<file path="config.mk">
export PLATFORM = sky130hd
export DESIGN_NAME = http_request_tokenizer_top
export DESIGN_NICKNAME = d
export VERILOG_FILES = /design/src/design/hrt_pkg.sv /design/src/design/hrt_core.sv /design/src/design/http_request_tokenizer_top.sv
export SDC_FILE = /design/constraint.sdc
export NUM_CORES = 1
export LEC_CHECK = 0
export ABC_CLOCK_PERIOD_IN_PS = 6000
export BUFFER_PORTS_ARGS = -buffer_cell sky130_fd_sc_hd__buf_2
export CORE_MARGIN = 5
export CORE_UTILIZATION = 50
export CTS_CLUSTER_SIZE = 16
export DETAILED_ROUTE_END_ITERATION = 10
export GPL_ROUTABILITY_DRIVEN = 0
export GPL_TIMING_DRIVEN = 0
export PLACE_DENSITY = 0.64
export SYNTH_ARGS = -nofsm -noshare
export SYNTH_HDL_FRONTEND = slang
export SYNTH_SLANG_ARGS = --single-unit
</file>
<file path="constraint.sdc">
create_clock -name aclk -period 6 [get_ports aclk]
set_clock_uncertainty 0.1 [all_clocks]
set_input_delay 0.3 -clock aclk [delete_from_list [all_inputs] [get_ports aclk]]
set_output_delay 0.3 -clock aclk [all_outputs]
set_load 0.01 [all_outputs]
</file>
<file path="src/design/hrt_pkg.sv">
package hrt_pkg;

    // Width of the Content-Length and body byte counters.
    localparam int LENGTH_BITS = 16;
    localparam logic [LENGTH_BITS-1:0] LEN_MAX = '1;

    localparam int OUT_LEN_BITS = 16;
    localparam logic [3:0] NAME_LEN = 4'd14;

    typedef enum logic [1:0] {
        CMD_BYTE    = 2'd0,
        CMD_END     = 2'd1,
        CMD_RESTART = 2'd2
    } cmd_t;

    typedef enum logic [3:0] {
        PH_METHOD = 4'd0,
        PH_PATH   = 4'd1,
        PH_QKEY   = 4'd2,
        PH_QVAL   = 4'd3,
        PH_PROTO  = 4'd4,
        PH_HKEY   = 4'd5,
        PH_HVAL   = 4'd6,
        PH_BKEY   = 4'd7,
        PH_BVAL   = 4'd8,
        PH_FINISH = 4'd9
    } phase_t;

    typedef enum logic [1:0] {
        ESC_IDLE = 2'd0,
        ESC_HIGH = 2'd1,
        ESC_LOW  = 2'd2
    } esc_phase_t;

    typedef enum logic [3:0] {
        TAG_NONE  = 4'd0,
        TAG_METH  = 4'd1,
        TAG_PATH  = 4'd2,
        TAG_QKEY  = 4'd3,
        TAG_QVAL  = 4'd4,
        TAG_HKEY  = 4'd5,
        TAG_HVAL  = 4'd6,
        TAG_BKEY  = 4'd7,
        TAG_BVAL  = 4'd8
    } tag_t;

    localparam logic [7:0] CH_TAB   = 8'h09;
    localparam logic [7:0] CH_LF    = 8'h0A;
    localparam logic [7:0] CH_CR    = 8'h0D;
    localparam logic [7:0] CH_SP    = 8'h20;
    localparam logic [7:0] CH_PCT   = 8'h25;
    localparam logic [7:0] CH_AMP   = 8'h26;
    localparam logic [7:0] CH_PLUS  = 8'h2B;
    localparam logic [7:0] CH_DOT   = 8'h2E;
    localparam logic [7:0] CH_COLON = 8'h3A;
    localparam logic [7:0] CH_EQ    = 8'h3D;
    localparam logic [7:0] CH_QM    = 8'h3F;
    localparam logic [7:0] CH_US    = 8'h5F;

    // One result word, as the core hands it to the output buffer.
    typedef struct packed {
        tag_t                    field_tag;
        logic [7:0]              out_byte;
        logic                    byte_valid;
        logic                    pair_end;
        logic                    parse_error;
        logic                    request_done;
        logic [OUT_LEN_BITS-1:0] content_length;
    } hrt_result_t;

    // Outcome of one step of the percent decoder.
    typedef struct packed {
        logic       emit;
        logic [7:0] dec_byte;
        esc_phase_t phase;
        logic [3:0] high;
    } decode_t;

    typedef struct packed {
        logic       ok;
        logic [3:0] val;
    } hex_t;

endpackage

</file>
<file path="src/design/hrt_core.sv">
module hrt_core (
    input  logic                 aclk,
    input  logic                 aresetn,
    input  logic                 step,
    input  hrt_pkg::cmd_t        cmd,
    input  logic [7:0]           in_byte,
    output hrt_pkg::hrt_result_t result
);

    function automatic logic is_digit(input logic [7:0] c);
        return (c >= 8'h30) && (c <= 8'h39);
    endfunction

    function automatic logic is_alnum(input logic [7:0] c);
        return is_digit(c) || ((c >= 8'h41) && (c <= 8'h5A)) || ((c >= 8'h61) && (c <= 8'h7A));
    endfunction

    function automatic logic is_punct(input logic [7:0] c);
        return (c >= 8'd33) && (c <= 8'd126) && !is_alnum(c);
    endfunction

    function automatic logic is_blank(input logic [7:0] c);
        return (c == hrt_pkg::CH_SP) || (c == hrt_pkg::CH_TAB);
    endfunction

    function automatic logic is_print(input logic [7:0] c);
        return (c >= 8'd32) && (c <= 8'd126);
    endfunction

    function automatic hrt_pkg::hex_t hex_val(input logic [7:0] c);
        hrt_pkg::hex_t h;
        h.ok  = 1'b1;
        h.val = c[3:0];
        if (is_digit(c)) begin
            h.val = c[3:0];
        end else if (((c >= 8'h61) && (c <= 8'h66)) || ((c >= 8'h41) && (c <= 8'h46))) begin
            h.val = c[3:0] + 4'd9;
        end else begin
            h.ok = 1'b0;
        end
        return h;
    endfunction

    // Characters of the header name "Content-Length".
    function automatic logic [7:0] name_char(input logic [3:0] idx);
        logic [7:0] ch;
        case (idx)
            4'd0:    ch = 8'h43;
            4'd1:    ch = 8'h6F;
            4'd2:    ch = 8'h6E;
            4'd3:    ch = 8'h74;
            4'd4:    ch = 8'h65;
            4'd5:    ch = 8'h6E;
            4'd6:    ch = 8'h74;
            4'd7:    ch = 8'h2D;
            4'd8:    ch = 8'h4C;
            4'd9:    ch = 8'h65;
            4'd10:   ch = 8'h6E;
            4'd11:   ch = 8'h67;
            4'd12:   ch = 8'h74;
            4'd13:   ch = 8'h68;
            default: ch = 8'h00;
        endcase
        return ch;
    endfunction

    // Percent decoder: a broken escape passes the breaking byte through.
    function automatic hrt_pkg::decode_t decode(input logic [7:0] c,
                                                input hrt_pkg::esc_phase_t ph,
                                                input logic [3:0] high);
        hrt_pkg::decode_t d;
        hrt_pkg::hex_t    h;
        h          = hex_val(c);
        d.emit     = 1'b1;
        d.dec_byte = c;
        d.phase    = hrt_pkg::ESC_IDLE;
        d.high     = high;
        if (ph == hrt_pkg::ESC_IDLE) begin
            if (c == hrt_pkg::CH_PCT) begin
                d.emit  = 1'b0;
                d.phase = hrt_pkg::ESC_HIGH;
            end
        end else if ((ph == hrt_pkg::ESC_HIGH) && h.ok) begin
            d.emit  = 1'b0;
            d.high  = h.val;
            d.phase = hrt_pkg::ESC_LOW;
        end else if ((ph == hrt_pkg::ESC_LOW) && h.ok) begin
            d.dec_byte = {high, h.val};
        end
        return d;
    endfunction

    localparam int LB = hrt_pkg::LENGTH_BITS;

    hrt_pkg::phase_t     phase_reg, phase_next;
    logic                key_ne_reg, key_ne_next;
    logic                val_ne_reg, val_ne_next;
    logic [3:0]          name_idx_reg, name_idx_next;
    logic                name_mis_reg, name_mis_next;
    logic                digits_end_reg, digits_end_next;
    logic [LB-1:0]       len_reg, len_next;
    logic [LB-1:0]       body_reg, body_next;
    hrt_pkg::esc_phase_t esc_reg, esc_next;
    logic [3:0]          esc_high_reg, esc_high_next;
    logic                err_reg, err_next;
    logic                done_reg, done_next;

    hrt_pkg::tag_t       tag;
    logic [7:0]          ob;
    logic                valid, pend, accept, bad;
    logic                new_pair, enter_hkey, length_named;
    hrt_pkg::decode_t    dec;
    logic [LB+3:0]       len_times_ten;

    assign length_named  = !name_mis_reg && (name_idx_reg == hrt_pkg::NAME_LEN);
    assign len_times_ten = {len_reg, 3'b000} + {1'b0, len_reg, 1'b0}
                         + (LB+4)'(in_byte[3:0]);

    always_comb begin
        phase_next      = phase_reg;
        key_ne_next     = key_ne_reg;
        val_ne_next     = val_ne_reg;
        name_idx_next   = name_idx_reg;
        name_mis_next   = name_mis_reg;
        digits_end_next = digits_end_reg;
        len_next        = len_reg;
        body_next       = body_reg;
        esc_next        = esc_reg;
        esc_high_next   = esc_high_reg;
        err_next        = err_reg;
        done_next       = done_reg;
        tag             = hrt_pkg::TAG_NONE;
        ob              = 8'h00;
        valid           = 1'b0;
        pend            = 1'b0;
        accept          = 1'b0;
        bad             = 1'b0;
        new_pair        = 1'b0;
        enter_hkey      = 1'b0;
        dec             = decode(in_byte, esc_reg, esc_high_reg);

        case (cmd)
            hrt_pkg::CMD_RESTART: begin
                phase_next      = hrt_pkg::PH_METHOD;
                key_ne_next     = 1'b0;
                val_ne_next     = 1'b0;
                name_idx_next   = 4'd0;
                name_mis_next   = 1'b0;
                digits_end_next = 1'b0;
                len_next        = '0;
                body_next       = '0;
                esc_next        = hrt_pkg::ESC_IDLE;
                esc_high_next   = 4'd0;
                err_next        = 1'b0;
                done_next       = 1'b0;
            end
            hrt_pkg::CMD_END: begin
                if (!err_reg && !done_reg) begin
                    if ((phase_reg == hrt_pkg::PH_BVAL) && (body_reg == len_reg)) begin
                        accept = 1'b1;
                        pend   = 1'b1;
                        tag    = hrt_pkg::TAG_BVAL;
                    end else if ((phase_reg == hrt_pkg::PH_BKEY) && !key_ne_reg) begin
                        accept = 1'b1;
                    end
                end
            end
            hrt_pkg::CMD_BYTE: begin
                if (!err_reg) begin
                    case (phase_reg)
                        hrt_pkg::PH_METHOD: begin
                            if (is_alnum(in_byte)) begin
                                tag = hrt_pkg::TAG_METH; ob = in_byte; valid = 1'b1;
                            end else if (is_blank(in_byte)) begin
                                phase_next = hrt_pkg::PH_PATH;
                            end else begin
                                bad = 1'b1;
                            end
                        end
                        hrt_pkg::PH_PATH: begin
                            if (in_byte == hrt_pkg::CH_LF) begin
                                enter_hkey = 1'b1;
                            end else if (in_byte == hrt_pkg::CH_QM) begin
                                new_pair   = 1'b1;
                                phase_next = hrt_pkg::PH_QKEY;
                            end else if (is_alnum(in_byte) || is_punct(in_byte)) begin
                                tag = hrt_pkg::TAG_PATH; ob = in_byte; valid = 1'b1;
                            end else if (is_blank(in_byte)) begin
                                phase_next = hrt_pkg::PH_PROTO;
                            end else if (in_byte != hrt_pkg::CH_CR) begin
                                bad = 1'b1;
                            end
                        end
                        hrt_pkg::PH_QKEY: begin
                            if (in_byte == hrt_pkg::CH_LF) begin
                                if (key_ne_reg) begin
                                    pend = 1'b1; tag = hrt_pkg::TAG_QVAL;
                                end
                                enter_hkey = 1'b1;
                            end else if (in_byte == hrt_pkg::CH_EQ) begin
                                phase_next = hrt_pkg::PH_QVAL;
                            end else if (is_alnum(in_byte) || (in_byte == hrt_pkg::CH_US)
                                         || (in_byte == hrt_pkg::CH_DOT)) begin
                                tag = hrt_pkg::TAG_QKEY; ob = in_byte; valid = 1'b1;
                                key_ne_next = 1'b1;
                            end else if (is_blank(in_byte)) begin
                                pend = 1'b1; tag = hrt_pkg::TAG_QVAL;
                                new_pair   = 1'b1;
                                phase_next = hrt_pkg::PH_PROTO;
                            end else if (in_byte != hrt_pkg::CH_CR) begin
                                bad = 1'b1;
                            end
                        end
                        hrt_pkg::PH_QVAL: begin
                            if (in_byte == hrt_pkg::CH_LF) begin
                                pend = 1'b1; tag = hrt_pkg::TAG_QVAL;
                                enter_hkey = 1'b1;
                            end else if (in_byte == hrt_pkg::CH_AMP) begin
                                pend = 1'b1; tag = hrt_pkg::TAG_QVAL;
                                new_pair   = 1'b1;
                                phase_next = hrt_pkg::PH_QKEY;
                            end else if (is_alnum(in_byte)) begin
                                tag = hrt_pkg::TAG_QVAL; ob = in_byte; valid = 1'b1;
                                val_ne_next = 1'b1;
                            end else if (is_blank(in_byte)) begin
                                pend = 1'b1; tag = hrt_pkg::TAG_QVAL;
                                new_pair   = 1'b1;
                                phase_next = hrt_pkg::PH_PROTO;
                            end else if (in_byte != hrt_pkg::CH_CR) begin
                                bad = 1'b1;
                            end
                        end
                        hrt_pkg::PH_PROTO: begin
                            if (in_byte == hrt_pkg::CH_LF) begin
                                enter_hkey = 1'b1;
                            end else if ((in_byte != hrt_pkg::CH_CR) && !is_alnum(in_byte)
                                         && !is_punct(in_byte)) begin
                                bad = 1'b1;
                            end
                        end
                        hrt_pkg::PH_HKEY: begin
                            if (in_byte == hrt_pkg::CH_LF) begin
                                if (key_ne_reg) begin
                                    bad = 1'b1;
                                end else begin
                                    new_pair   = 1'b1;
                                    phase_next = hrt_pkg::PH_BKEY;
                                end
                            end else if (in_byte == hrt_pkg::CH_COLON) begin
                                if (length_named) begin
                                    len_next        = '0;
                                    digits_end_next = 1'b0;
                                end
                                phase_next = hrt_pkg::PH_HVAL;
                            end else if (is_alnum(in_byte) || is_punct(in_byte)) begin
                                tag = hrt_pkg::TAG_HKEY; ob = in_byte; valid = 1'b1;
                                key_ne_next = 1'b1;
                                if (!name_mis_reg && (name_idx_reg < hrt_pkg::NAME_LEN)
                                    && (in_byte == name_char(name_idx_reg))) begin
                                    name_idx_next = name_idx_reg + 4'd1;
                                end else begin
                                    name_mis_next = 1'b1;
                                end
                            end else if (in_byte != hrt_pkg::CH_CR) begin
                                bad = 1'b1;
                            end
                        end
                        hrt_pkg::PH_HVAL: begin
                            if (in_byte == hrt_pkg::CH_LF) begin
                                pend = 1'b1; tag = hrt_pkg::TAG_HVAL;
                                enter_hkey = 1'b1;
                            end else if (is_print(in_byte)) begin
                                // Leading blanks of a header value are dropped.
                                if (val_ne_reg || !is_blank(in_byte)) begin
                                    val_ne_next = 1'b1;
                                    if (length_named && !digits_end_reg) begin
                                        if (is_digit(in_byte)) begin
                                            if (len_times_ten > (LB+4)'(hrt_pkg::LEN_MAX)) begin
                                                len_next = hrt_pkg::LEN_MAX;
                                            end else begin
                                                len_next = len_times_ten[LB-1:0];
                                            end
                                        end else begin
                                            digits_end_next = 1'b1;
                                        end
                                    end
                                    esc_next      = dec.phase;
                                    esc_high_next = dec.high;
                                    if (dec.emit) begin
                                        tag = hrt_pkg::TAG_HVAL; ob = dec.dec_byte; valid = 1'b1;
                                    end
                                end
                            end else if (in_byte != hrt_pkg::CH_CR) begin
                                bad = 1'b1;
                            end
                        end
                        hrt_pkg::PH_BKEY: begin
                            if (body_reg < hrt_pkg::LEN_MAX) begin
                                body_next = body_reg + LB'(1);
                            end
                            if (in_byte == hrt_pkg::CH_LF) begin
                                if (key_ne_reg) begin
                                    pend = 1'b1; tag = hrt_pkg::TAG_BVAL;
                                end
                                done_next  = 1'b1;
                                phase_next = hrt_pkg::PH_FINISH;
                            end else if (in_byte == hrt_pkg::CH_EQ) begin
                                phase_next = hrt_pkg::PH_BVAL;
                            end else if (is_alnum(in_byte) || (in_byte == hrt_pkg::CH_US)) begin
                                tag = hrt_pkg::TAG_BKEY; ob = in_byte; valid = 1'b1;
                                key_ne_next = 1'b1;
                            end else if (in_byte != hrt_pkg::CH_CR) begin
                                bad = 1'b1;
                            end
                        end
                        hrt_pkg::PH_BVAL: begin
                            if (body_reg < hrt_pkg::LEN_MAX) begin
                                body_next = body_reg + LB'(1);
                            end
                            if (in_byte == hrt_pkg::CH_LF) begin
                                pend = 1'b1; tag = hrt_pkg::TAG_BVAL;
                                done_next  = 1'b1;
                                phase_next = hrt_pkg::PH_FINISH;
                            end else if (in_byte == hrt_pkg::CH_AMP) begin
                                pend = 1'b1; tag = hrt_pkg::TAG_BVAL;
                                new_pair   = 1'b1;
                                phase_next = hrt_pkg::PH_BKEY;
                            end else if ((in_byte == hrt_pkg::CH_PLUS) || is_alnum(in_byte)
                                         || is_punct(in_byte)) begin
                                val_ne_next = 1'b1;
                                if (in_byte == hrt_pkg::CH_PLUS) begin
                                    dec = decode(hrt_pkg::CH_SP, esc_reg, esc_high_reg);
                                end
                                esc_next      = dec.phase;
                                esc_high_next = dec.high;
                                if (dec.emit) begin
                                    tag = hrt_pkg::TAG_BVAL; ob = dec.dec_byte; valid = 1'b1;
                                end
                            end else if (in_byte != hrt_pkg::CH_CR) begin
                                bad = 1'b1;
                            end
                        end
                        default: begin
                            // Finished, or an unused phase code: bytes are ignored.
                        end
                    endcase

                    if (new_pair || enter_hkey) begin
                        key_ne_next   = 1'b0;
                        val_ne_next   = 1'b0;
                        esc_next      = hrt_pkg::ESC_IDLE;
                        esc_high_next = 4'd0;
                    end
                    if (enter_hkey) begin
                        name_idx_next = 4'd0;
                        name_mis_next = 1'b0;
                        phase_next    = hrt_pkg::PH_HKEY;
                    end
                    if (bad) begin
                        err_next = 1'b1;
                        tag      = hrt_pkg::TAG_NONE;
                        valid    = 1'b0;
                        pend     = 1'b0;
                    end
                end
            end
            default: begin
                // Unknown command: state holds.
            end
        endcase

        result.field_tag      = tag;
        result.out_byte       = valid ? ob : 8'h00;
        result.byte_valid     = valid;
        result.pair_end       = pend;
        result.parse_error    = err_next;
        result.request_done   = !err_next && (done_next || accept);
        result.content_length = (32'(len_next) > 32'h0000_FFFF) ? 16'hFFFF
                                                               : 16'(32'(len_next));
    end

    always_ff @(posedge aclk) begin
        if (!aresetn) begin
            phase_reg      <= hrt_pkg::PH_METHOD;
            key_ne_reg     <= 1'b0;
            val_ne_reg     <= 1'b0;
            name_idx_reg   <= 4'd0;
            name_mis_reg   <= 1'b0;
            digits_end_reg <= 1'b0;
            len_reg        <= '0;
            body_reg       <= '0;
            esc_reg        <= hrt_pkg::ESC_IDLE;
            esc_high_reg   <= 4'd0;
            err_reg        <= 1'b0;
            done_reg       <= 1'b0;
        end else if (step) begin
            phase_reg      <= phase_next;
            key_ne_reg     <= key_ne_next;
            val_ne_reg     <= val_ne_next;
            name_idx_reg   <= name_idx_next;
            name_mis_reg   <= name_mis_next;
            digits_end_reg <= digits_end_next;
            len_reg        <= len_next;
            body_reg       <= body_next;
            esc_reg        <= esc_next;
            esc_high_reg   <= esc_high_next;
            err_reg        <= err_next;
            done_reg       <= done_next;
        end
    end

endmodule

</file>
<file path="src/design/http_request_tokenizer_top.sv">
// Channel   Dir  Bits                 Carries
// s_axis    in   tdata 8, tuser 2     one command word: request byte and command
// m_axis    out  tdata 32, tuser 4    one result word per command word
//
// Every accepted command word yields exactly one result word, and a new word
// can be accepted in every cycle while the skid register is empty; the parser state
// and the output buffer both register the result in the cycle of acceptance.
// Reset is synchronous and active low; it clears the parser state and the
// output buffer, and s_tready stays low until the first cycle after reset.
// A two-entry output buffer (result register plus skid register) lets the
// input side take one more word after m_tready drops.
module http_request_tokenizer_top (
    input  logic        aclk,
    input  logic        aresetn,

    input  logic        s_tvalid,
    output logic        s_tready,
    input  logic [7:0]  s_tdata,   // [7:0] in_byte
    input  logic [1:0]  s_tuser,   // [1:0] cmd

    output logic        m_tvalid,
    input  logic        m_tready,
    // [7:0] out_byte, [8] byte_valid, [9] pair_end, [10] parse_error,
    // [11] request_done, [27:12] content_length, [31:28] zero
    output logic [31:0] m_tdata,
    output logic [3:0]  m_tuser    // [3:0] field_tag
);

    hrt_pkg::hrt_result_t new_result;
    hrt_pkg::hrt_result_t out_reg, out_next;
    hrt_pkg::hrt_result_t skid_reg, skid_next;
    logic                 out_valid_reg, out_valid_next;
    logic                 skid_valid_reg, skid_valid_next;
    logic                 ready_reg;
    logic                 in_accept;
    logic                 out_pop;

    assign in_accept = s_tvalid && ready_reg;
    assign out_pop   = out_valid_reg && m_tready;

    // The core holds the parser state and works out the result of the word
    // being accepted in this cycle.
    hrt_core u_core (
        .aclk    (aclk),
        .aresetn (aresetn),
        .step    (in_accept),
        .cmd     (hrt_pkg::cmd_t'(s_tuser)),
        .in_byte (s_tdata),
        .result  (new_result)
    );

    // Output buffer. When the result register is full and not draining, a
    // new result parks in the skid register and input is held off until the
    // skid register empties back into the result register.
    always_comb begin
        out_next        = out_reg;
        skid_next       = skid_reg;
        out_valid_next  = out_valid_reg;
        skid_valid_next = skid_valid_reg;
        if (skid_valid_reg) begin
            if (out_pop) begin
                out_next        = skid_reg;
                skid_valid_next = 1'b0;
            end
        end else if (in_accept) begin
            if (out_valid_reg && !out_pop) begin
                skid_next       = new_result;
                skid_valid_next = 1'b1;
            end else begin
                out_next       = new_result;
                out_valid_next = 1'b1;
            end
        end else if (out_pop) begin
            out_valid_next = 1'b0;
        end
    end

    always_ff @(posedge aclk) begin
        if (!aresetn) begin
            out_valid_reg  <= 1'b0;
            skid_valid_reg <= 1'b0;
            ready_reg      <= 1'b0;
        end else begin
            out_valid_reg  <= out_valid_next;
            skid_valid_reg <= skid_valid_next;
            ready_reg      <= !skid_valid_next;
        end
    end

    // Payload registers carry no reset.
    always_ff @(posedge aclk) begin
        out_reg  <= out_next;
        skid_reg <= skid_next;
    end

    assign s_tready = ready_reg;
    assign m_tvalid = out_valid_reg;
    assign m_tuser  = out_reg.field_tag;
    assign m_tdata  = {4'b0000, out_reg.content_length, out_reg.request_done,
                       out_reg.parse_error, out_reg.pair_end, out_reg.byte_valid,
                       out_reg.out_byte};

endmodule

</file>
Yosys cells after proc, flatten, opt, wreduce, memory -nomap -nowiden
Memory sizes are Yosys's and may differ from the RTL's. A register that Yosys moved wholly into a read port is not among the register bits.
Index checks and enable logic that the tools add are counted.
- add/sub/neg operators: 5
- $lt $le $gt $ge: 14
- equality and inequality tests: 84
- multiplexer cells: 320
- bitwise operators: 1
- reductions and logical operators: 68
- operators with widths (kind ; count):
    2-to-1 mux 8 bit ; 36
    2-to-1 mux 4 bit ; 65
    2-to-1 mux 16 bit ; 13
    2-to-1 mux 1 bit ; 150
    2-to-1 mux 32 bit ; 4
    2-to-1 mux 15 bit ; 8
    case mux 16 bit (2 select lines) ; 3
    inequality test 4 bit (second input constant) ; 17
    == test 8 x 6 -> 1 bit (second input constant) ; 8
    case mux 8 bit (8 select lines) ; 1
    <= comparator 8 x 7 -> 1 bit (second input constant) ; 5
    case mux 4 bit (2 select lines) ; 5
    case mux 4 bit (8 select lines) ; 1
    inequality test 5 bit (second input constant) ; 6
    inequality test 4 x 2 -> 1 bit (second input constant) ; 7
    case mux 4 bit (7 select lines) ; 1
    AND reduction 13 bit ; 2
    logical AND 1 bit ; 25
    >= comparator 8 x 6 -> 1 bit (second input constant) ; 3
    AND reduction 12 bit ; 2
    inequality test 3 bit (second input constant) ; 7
    adder 19 x 17 -> 20 bit ; 1
    adder 20 x 4 -> 20 bit ; 1
    greater-than comparator 20 x 16 -> 1 bit (second input constant) ; 1
    48 further kinds ; 120
- register bits: 119
- memory bits (read-only): 112
- input bits: 14
- output and inout port bits: 38
- memories: 1
- memories (name ; words ; width ; rd ports ; clocked after memory_dff ; write ports ; RTL line ; text):
    (name not given) ; 16 ; 7 ; 1 ; 1 ; 0 ; hrt_core.sv:47 ; case (idx)

Depth between registers and ports, before layout
Gate-level depths: netlist (run 1).
- word-level depth: 36
- gate-level depth with buffers: 15

Cells and area by module
Synthesis (run 1) repeated with hierarchy kept, for this count alone.
- cell total of the unflattened synthesis: 916
- area, all modules: 8504.4 um2
- modules (own cells, without submodules) (module ; times used ; cells an instance ; area each (um2) ; seq. area each (um2)):
    hrt_core ; 1 ; 796 ; 5880.6 ; 1181.1
    http_request_tokenizer_top ; 1 ; 120 ; 2623.8 ; 1981.9

Worst setup path after synthesis (run 1)
No wires, ideal clock.
- path kind: input -> register
- from: in s_tdata[3]
- to: reg out_reg, in the netlist m_tdata[21], data pin
- arrival time: 3.864 ns
- setup slack: 1.776 ns
- cell stages on the path: 14
- path buffers: 2
- cells stage by stage: buf_6 clkbuf_1 inv_1 fa_1 inv_1 fa_1 a21oi_1 o22ai_1 a2111oi_0 o311a_1 o211ai_1 o311a_1 a221o_1 mux2_2
- RTL lines (item ; RTL line ; text):
    start, declared ; http_request_tokenizer_top.sv:18 ; input logic [7:0] s_tdata,
    end signal, assigned ; http_request_tokenizer_top.sv:92 ; out_reg <= out_next;
    end, declared ; http_request_tokenizer_top.sv:30 ; hrt_pkg::hrt_result_t out_reg, out_next;

==> results of run 1 <==
==> area by class of cell <==
cell class	instances	area, sq um	share of cell area [%]
Buffer	57	348	3.42
Clock buffer	18	429	4.22
Clock inverter	14	203	1.99
Inverter	36	135	1.33
Multi-Input combinational cell	800	5390	53.0
Sequential cell	126	3160	31.1
Tap cell	229	287	2.82
Timing Repair Buffer	44	220	2.16
==> logic make-up (layout without fill, tap and decap cells) <==
logic type | after synthesis | count (layout)
adder cells (fa/ha/maj) | 46 | 46
AO/OA/AOI/OAI | 313 | 313
multiplexers | 30 | 30
other | 1 | 4
XOR/XNOR | 48 | 48
AND/OR/NAND/NOR | 359 | 359
buffers and inverters | 93 | 169
flip-flops | 126 | 126
==> through the flow <==
step	util [%]	total power [W]	setup slack (ns)
after detailed placement	53.5	0.00111	0.927
after global placement	53.4	0.00111	0.961
final	57.0	0.00224	1.28
after CTS	57.0	0.00225	1.36
after global routing	57.0	0.00231	0.951
after floorplan	-	0.00105	1.78
==> worst min-delay path, delay by kind of cell <==
kind	cells	cell delay [ns]
and+or+nand+nor	1	0.13
buffers and inverters	1	0.10
AOI/OAI and AO/OA	1	0.10
==> synthesized netlist by cell type (7+ instances only) <==
| library cell | instances | area (sq um) |
|---|---|---|
| and2_1 | 20 | 125 |
| nand3_1 | 49 | 245 |
| clkbuf_1 | 26 | 97.6 |
| buf_2 | 10 | 50.1 |
| a221o_1 | 7 | 70.1 |
| dfxtp_1 | 62 | 1240 |
| nand4_1 | 14 | 87.6 |
| a2111oi_0 | 7 | 61.3 |
| mux2_2 | 21 | 236 |
| nand2_1 | 79 | 297 |
| ha_1 | 44 | 551 |
| and3_1 | 12 | 75.1 |
| edfxtp_1 | 64 | 1920 |
| mux2i_1 | 9 | 90.1 |
| o211ai_1 | 12 | 90.1 |
| buf_6 | 12 | 135 |
| a22oi_1 | 7 | 52.6 |
| buf_4 | 7 | 52.6 |
| a21o_1 | 14 | 105 |
| o21a_1 | 8 | 60.1 |
| a21oi_1 | 63 | 315 |
| inv_1 | 35 | 131 |
| nor4_1 | 7 | 43.8 |
| a31oi_1 | 19 | 119 |
| xor2_1 | 23 | 201 |
| o21ai_0 | 70 | 350 |
| a211oi_1 | 11 | 82.6 |
| xnor2_1 | 25 | 219 |
| o21bai_1 | 7 | 52.6 |
| nand3b_1 | 9 | 67.6 |
| nor3_1 | 22 | 110 |
| or3_1 | 8 | 50.1 |
| nor2_1 | 84 | 315 |
| nor2b_1 | 17 | 106 |
| o31ai_1 | 12 | 90.1 |
==> metal layers <==
| layer | up-vias | track usage [%] | share of wire, % |
|---|---|---|---|
| li1 | 3962 | - | - |
| met1 | 3910 | 37.1 | 46 |
| met2 | 376 | 39.7 | 44 |
| met3 | 71 | 5.46 | 8.2 |
| met4 | 0 | 8.00 | 2.3 |
| met5 | - | 0 | 0 |
==> cells in the final DEF, fill, tap and decap left out, drive strengths merged, types with 20 or more instances in the layout <==
master | Yosys | routed
edfxtp | 64 | 64
and2 | 20 | 20
nand3 | 49 | 49
buf | 29 | 73
nand2 | 79 | 79
mux2 | 21 | 21
ha | 44 | 44
dfxtp | 62 | 62
xnor2 | 25 | 25
a21oi | 63 | 63
nor2 | 85 | 85
inv | 36 | 42
clkbuf | 28 | 46
nor3 | 24 | 24
xor2 | 23 | 23
o21ai | 71 | 71
==> power breakdown <==
| group | leakage [nW] | total (W) | internal (W) | switching, W |
|---|---|---|---|---|
| Clock | 0.312 | 0.00114 | 0.000705 | 0.000438 |
| Combinational | 2.50 | 0.000172 | 0.0000562 | 0.000116 |
| Sequential | 1.12 | 0.000923 | 0.000918 | 0.00000499 |
==> worst max-delay path by stage <==
| stage | startpoint | to | slack [ns] | depth (start not counted) |
|---|---|---|---|---|
| 2_1_floorplan | s_tdata[3] | m_tdata[21] | 1.78 | 14 |
| 3_3_place_gp | s_tdata[3] | m_tdata[20] | 0.96 | 16 |
| 3_5_place_dp | s_tdata[3] | m_tdata[20] | 0.93 | 16 |
| 4_1_cts | s_tdata[3] | m_tdata[20] | 1.36 | 16 |
| 5_1_grt | s_tdata[3] | m_tdata[20] | 0.95 | 16 |
| 6_report | s_tdata[3] | m_tdata[20] | 1.28 | 16 |
==> results.yml, run 1 <==
yosys:
  synth-simple-area-share_pct: 20.7
  synth_cell_type_count: 91
  synthFlopType: "edfxtp_1"
  synth_compound_area_share_pct: 23.9
  synth_fa_ha_area_share_pct: 6.56
  syn_area_sq_um: 9010
  ys_ff_latch: 126
  avgSynthCellArea_sq_um: 8.86
  syn_inst: 1016
  yosysSeqAreaShare_pct: 35.1
  synth_top_family_by_area: "compound AO/OA/AOI/OAI gates"
  synth-warning-count: 0
  synth_edf_count: 64
  muxShareOfSynthArea_pct: 3.63
  synth_xor_area_share_pct: 4.67
  synth-async-reset-ratio_pct: 0
routing:
  routed_wl_um: 26200
  drc: 0
  num_vias: 8319
  dr.pass1.iters: 6
  postRouteAntennaNets: 0
  drt_iter0_drc: 935
  wl_per_cell_um: 19.8
  viasPerCell: 6.28
global_routing:
  antenna_found_initial: 0
  grt_pass1_wl_um: 42700
  grt_max_degree: 33
  track_usage_pct: 26.0
  grt_overflow: 0
  grt_pass1_vias: 7892
critical_path:
  r2r_slack_ns: 1.38
  rr_worst_depth: 13
  crit_chain: "buf_2 -> buf_6 -> clkbuf_1 -> inv_1 -> fa_1 -> inv_1 -> fa_1 -> a21oi_1 -> o22ai_1 -> a2111oi_0 -> o311a_1 -> o211a_1 -> buf_2 -> nand3_1 -> a22o_1 -> mux2_2"
  r2r-end: "m_tdata[20]"
  start_kind: "input port"
  crit_required_ns: 6.08
  critical_path_class: "in -> reg"
  r2r_start: "u_core.len_reg[0]"
  cpLargestDelayFamily: "compound AO/OA/AOI/OAI gates"
  max_stage_delay_ns: 0.59
  cp_max_fo: 10
  worstPathArrival_ns: 4.80
  crit_buf_inv: 6
  cp_slowest_cell: "a2111oi_0"
  end_kind: "flop"
placement:
  placed_cells: 1292
  place_hpwl_um: 19400
  post_dp_cell_area_sq_um: 9540
  place.port_buffers: 44
final_layout:
  area_delta_synth_final_pct: 13.0
  antenna_cells: 0
  stdcell_count: 1324
  design_area_sq_um: 10200
  largest_register_ffs: 32
  drive_gt1_share_pct: 14.3
  nets: 1142
  fillers: 1638
run:
  drv_cap: 0
hold_path:
  hp-start: "m_tready"
  hold_depth: 3
  hold_end: "s_tready"
  worst_hold_path_type: "in -> reg"
cts:
  cts_resized: 0
  root_buffer: "clkbuf_16"
  clockBufferDepth: 2
  clkTransAtPathRegs_ns: 0.06
  h-tree-depth: 4
  cts_tree: "built"
  clkLatencyLatePin_ns: 0.43
  post-cts-setup-buffers: 0
  clock-sinks: 126
  ctsHoldBuffers: 0
  numCtsBuffers: 17
power_and_ir_drop:
  powerDensity_nw_per_um2: 220
  power_leakage_nw: 3.93
  ir_drop_uv: 249
sta:
  slew_headroom_pct: 17.3
  setup_viol: 0
  tightest_slew_ns: 1.23
  drv_slew: 0
  fmax_ghz: 0.212
  rsz0062_at_grt: "false"
  timing.final.hold_violations: 0
  fin_crit_ns: 4.72
  fin_tns_setup_ns: 0
  fin_hold_ws_ns: 0.149
  timing.final.crit_share_pct: 78.6
floorplan:
  die-area_sq_um: 20800
  start_util_pct: 50.5
  die_y_um: 144
  die_width_um: 144
  core-area_sq_um: 17800
  io_pins: 52
  rows: 49
outcome:
  outcome: "finished, final reports clean"
No activity file was read; power rests on OpenSTA's default activity.
==> run 2, diff against run 1 <==
--- a/config.mk
+++ b/config.mk
@@ -5,7 +5,7 @@
 export SDC_FILE = /design/constraint.sdc
 export NUM_CORES = 1
 export LEC_CHECK = 0
-export ABC_CLOCK_PERIOD_IN_PS = 6000
+export ABC_CLOCK_PERIOD_IN_PS = 4000
 export BUFFER_PORTS_ARGS = -buffer_cell sky130_fd_sc_hd__buf_2
 export CORE_MARGIN = 5
 export CORE_UTILIZATION = 50
@@ -13,7 +13,7 @@
 export DETAILED_ROUTE_END_ITERATION = 10
 export GPL_ROUTABILITY_DRIVEN = 0
 export GPL_TIMING_DRIVEN = 0
-export PLACE_DENSITY = 0.64
+export PLACE_DENSITY = 0.67
 export SYNTH_ARGS = -nofsm -noshare
 export SYNTH_HDL_FRONTEND = slang
 export SYNTH_SLANG_ARGS = --single-unit
==> constraint.sdc (replaced) <==
create_clock -name aclk -period 4 [get_ports aclk]
set_clock_uncertainty 0.1 [all_clocks]
set_input_delay 0.2 -clock aclk [delete_from_list [all_inputs] [get_ports aclk]]
set_output_delay 0.2 -clock aclk [all_outputs]
set_load 0.01 [all_outputs]
==> run 2 against run 1 <==
  * Critical path depth down 5
  * Sequential power up 50%
  * Clock-buffer cell count stayed put
  * Final area grew 1.0%
  * Die area stayed put
  * Sequential share of layout area fell by 0.22 points
  * Routed wire length down 0.41%
  * Critical path type is now reg -> reg
  * Critical endpoint is now m_tdata[22]
==> results.yml, run 2 (synthesized netlist as in run 1, its figures left out) <==
outcome:
  outcome: "finished, final reports clean"
final_layout:
  area_delta_synth_final_pct: 14.2
  design_area_sq_um: 10300
  drive_gt1_share_pct: 15.8
  antenna_cells: 0
  largest_register_ffs: 32
  nets: 1144
  final_cell_mix: "nor2_1 (84), nand2_1 (79), o21ai_0 (68), edfxtp_1 (64), a21oi_1 (59)"
  final_common_cell: "nor2_1"
hold_path:
  hold_end: "u_core.len_reg[7]"
  hp-start: "aresetn"
  hold_depth: 3
  worst_hold_path_type: "in -> reg"
cts:
  clkLatencyLatePin_ns: 0.42
  root_buffer: "clkbuf_16"
  clockBufferDepth: 2
  clkTransAtPathRegs_ns: 0.06
  cts_tree: "built"
  numCtsBuffers: 17
  clock-sinks: 126
  h-tree-depth: 4
power_and_ir_drop:
  powerDensity_nw_per_um2: 325
  ir_drop_uv: 352
  power_leakage_nw: 3.95
  finalPower_w: 0.00334
routing:
  wl_per_cell_um: 19.7
  viasPerCell: 6.31
  postRouteAntennaNets: 0
  num_vias: 8369
  dr.pass1.iters: 6
  drc: 0
  routed_wl_um: 26100
  drt_iter0_drc: 875
global_routing:
  grt_overflow: 0
  antenna_found_initial: 0
  grt_pass1_vias: 7640
  grt_pass1_wl_um: 41100
  grt_max_degree: 33
  track_usage_pct: 24.9
critical_path:
  r2r-end: "m_tdata[22]"
  crit_required_ns: 4.08
  max_stage_delay_ns: 0.53
  crit_chain: "ha_1 -> ha_1 -> fa_1 -> a21oi_2 -> o22ai_4 -> a2111oi_4 -> o311a_1 -> o211ai_1 -> o311a_1 -> a221o_1 -> mux2_2"
  end_kind: "flop"
  r2r_slack_ns: 0.12
  cp_slowest_cell: "dfxtp_1"
  rr_worst_depth: 11
  critical_path_class: "reg -> reg"
  start_kind: "flop"
  r2r_start: "u_core.len_reg[1]"
  cp_max_fo: 7
  worstPathArrival_ns: 3.96
sta:
  timing.final.hold_violations: 0
  fmax_ghz: 0.258
  setup_viol: 0
  tightest_slew_ns: 1.41
  timing.final.crit_share_pct: 97.0
  drv_slew: 0
  fin_crit_ns: 3.88
  slew_headroom_pct: 4.45
placement:
  place.port_buffers: 44
  place_hpwl_um: 19200
  post_dp_cell_area_sq_um: 9540
run:
  drv_cap: 0
floorplan:
  die_y_um: 144
  core-area_sq_um: 17800
  start_util_pct: 50.5
  io_pins: 52
  die_width_um: 144
  rows: 49
  die-area_sq_um: 20800
-- run 2: changes by cell type in the layout (fill, tap and decap cells not counted), sizes merged --
cell,previous run,this run
clkinvlp,0,1
dlygate4sd3,0,1
buf,73,75
clkinv,4,3
clkbuf,46,45
-- run 2: worst max-delay path, delay by kind of cell (launching register included) --
kind            cells  cell delay, ns
fa+ha+maj           3            1.02
compound gates      7            1.71
mux                 1            0.27
flops               1            0.53
-- run 2: routing by layer --
layer | wire [um] | vias to the layer above | global-route usage [%]
li1 | - | 3957 | -
met1 | 11600 | 3932 | 34.9
met2 | 11500 | 419 | 38.4
met3 | 2300 | 61 | 5.16
met4 | 758 | 0 | 8.89
met5 | 0 | - | 0
-- run 2: repair_timing --
item	4_1_cts	5_1_grt
endpoints found under the setup margin	38	23
gates cloned	0	0
pin swaps	2	6
resized for setup	11	12
hold buffers	1	0
buffers inserted	1	1
endpoints found under the hold margin	1	0
-- run 2: cell type report --
cell class	instances	area, sq um
timing repair buffer	47	245
inverter	36	135
fill	1571	7560
buffer	56	347
multi-input combinational	800	5460
tap	229	287
clock buffer	18	429
clock inverter	14	203
sequential	126	3170
-- run 2: power by group --
group / total (W) / leakage, nW / switching (W) / internal [W]
clock network: 0.00170 / 0.307 / 0.000643 / 0.00106
logic: 0.000260 / 2.52 / 0.000175 / 0.0000851
registers: 0.00138 / 1.12 / 0.00000725 / 0.00138
-- run 2: how the worst max path moves through the flow --
stage	startpoint	end	slack, ns
2_1_floorplan	s_tdata[3]	m_tdata[21]	0.04
3_3_place_gp	s_tdata[3]	m_tdata[24]	-0.66
3_5_place_dp	s_tdata[3]	m_tdata[24]	-0.68
4_1_cts	u_core.len_reg[2]	m_tdata[19]	0.05
5_1_grt	u_core.len_reg[0]	m_tdata[22]	-0.02
6_report	u_core.len_reg[1]	m_tdata[22]	0.12
-- run 2: per-stage QoR --
| stage | cells | setup slack, ns | hold slack [ns] | util (%) | setup TNS [ns] |
|---|---|---|---|---|---|
| after floorplan | 1019 | 0.0359 | 0.268 | - | 0 |
| after CTS | 1326 | 0.0476 | 0.112 | 57.3 | 0 |
| after global placement | 1292 | -0.661 | 0.354 | 53.4 | -18.12 |
| after global routing | 1326 | -0.0202 | 0.147 | 57.6 | -0.0277 |
| final | 1326 | 0.120 | 0.130 | 57.6 | 0 |
| after detailed placement | 1292 | -0.681 | 0.370 | 53.5 | -19.31 |
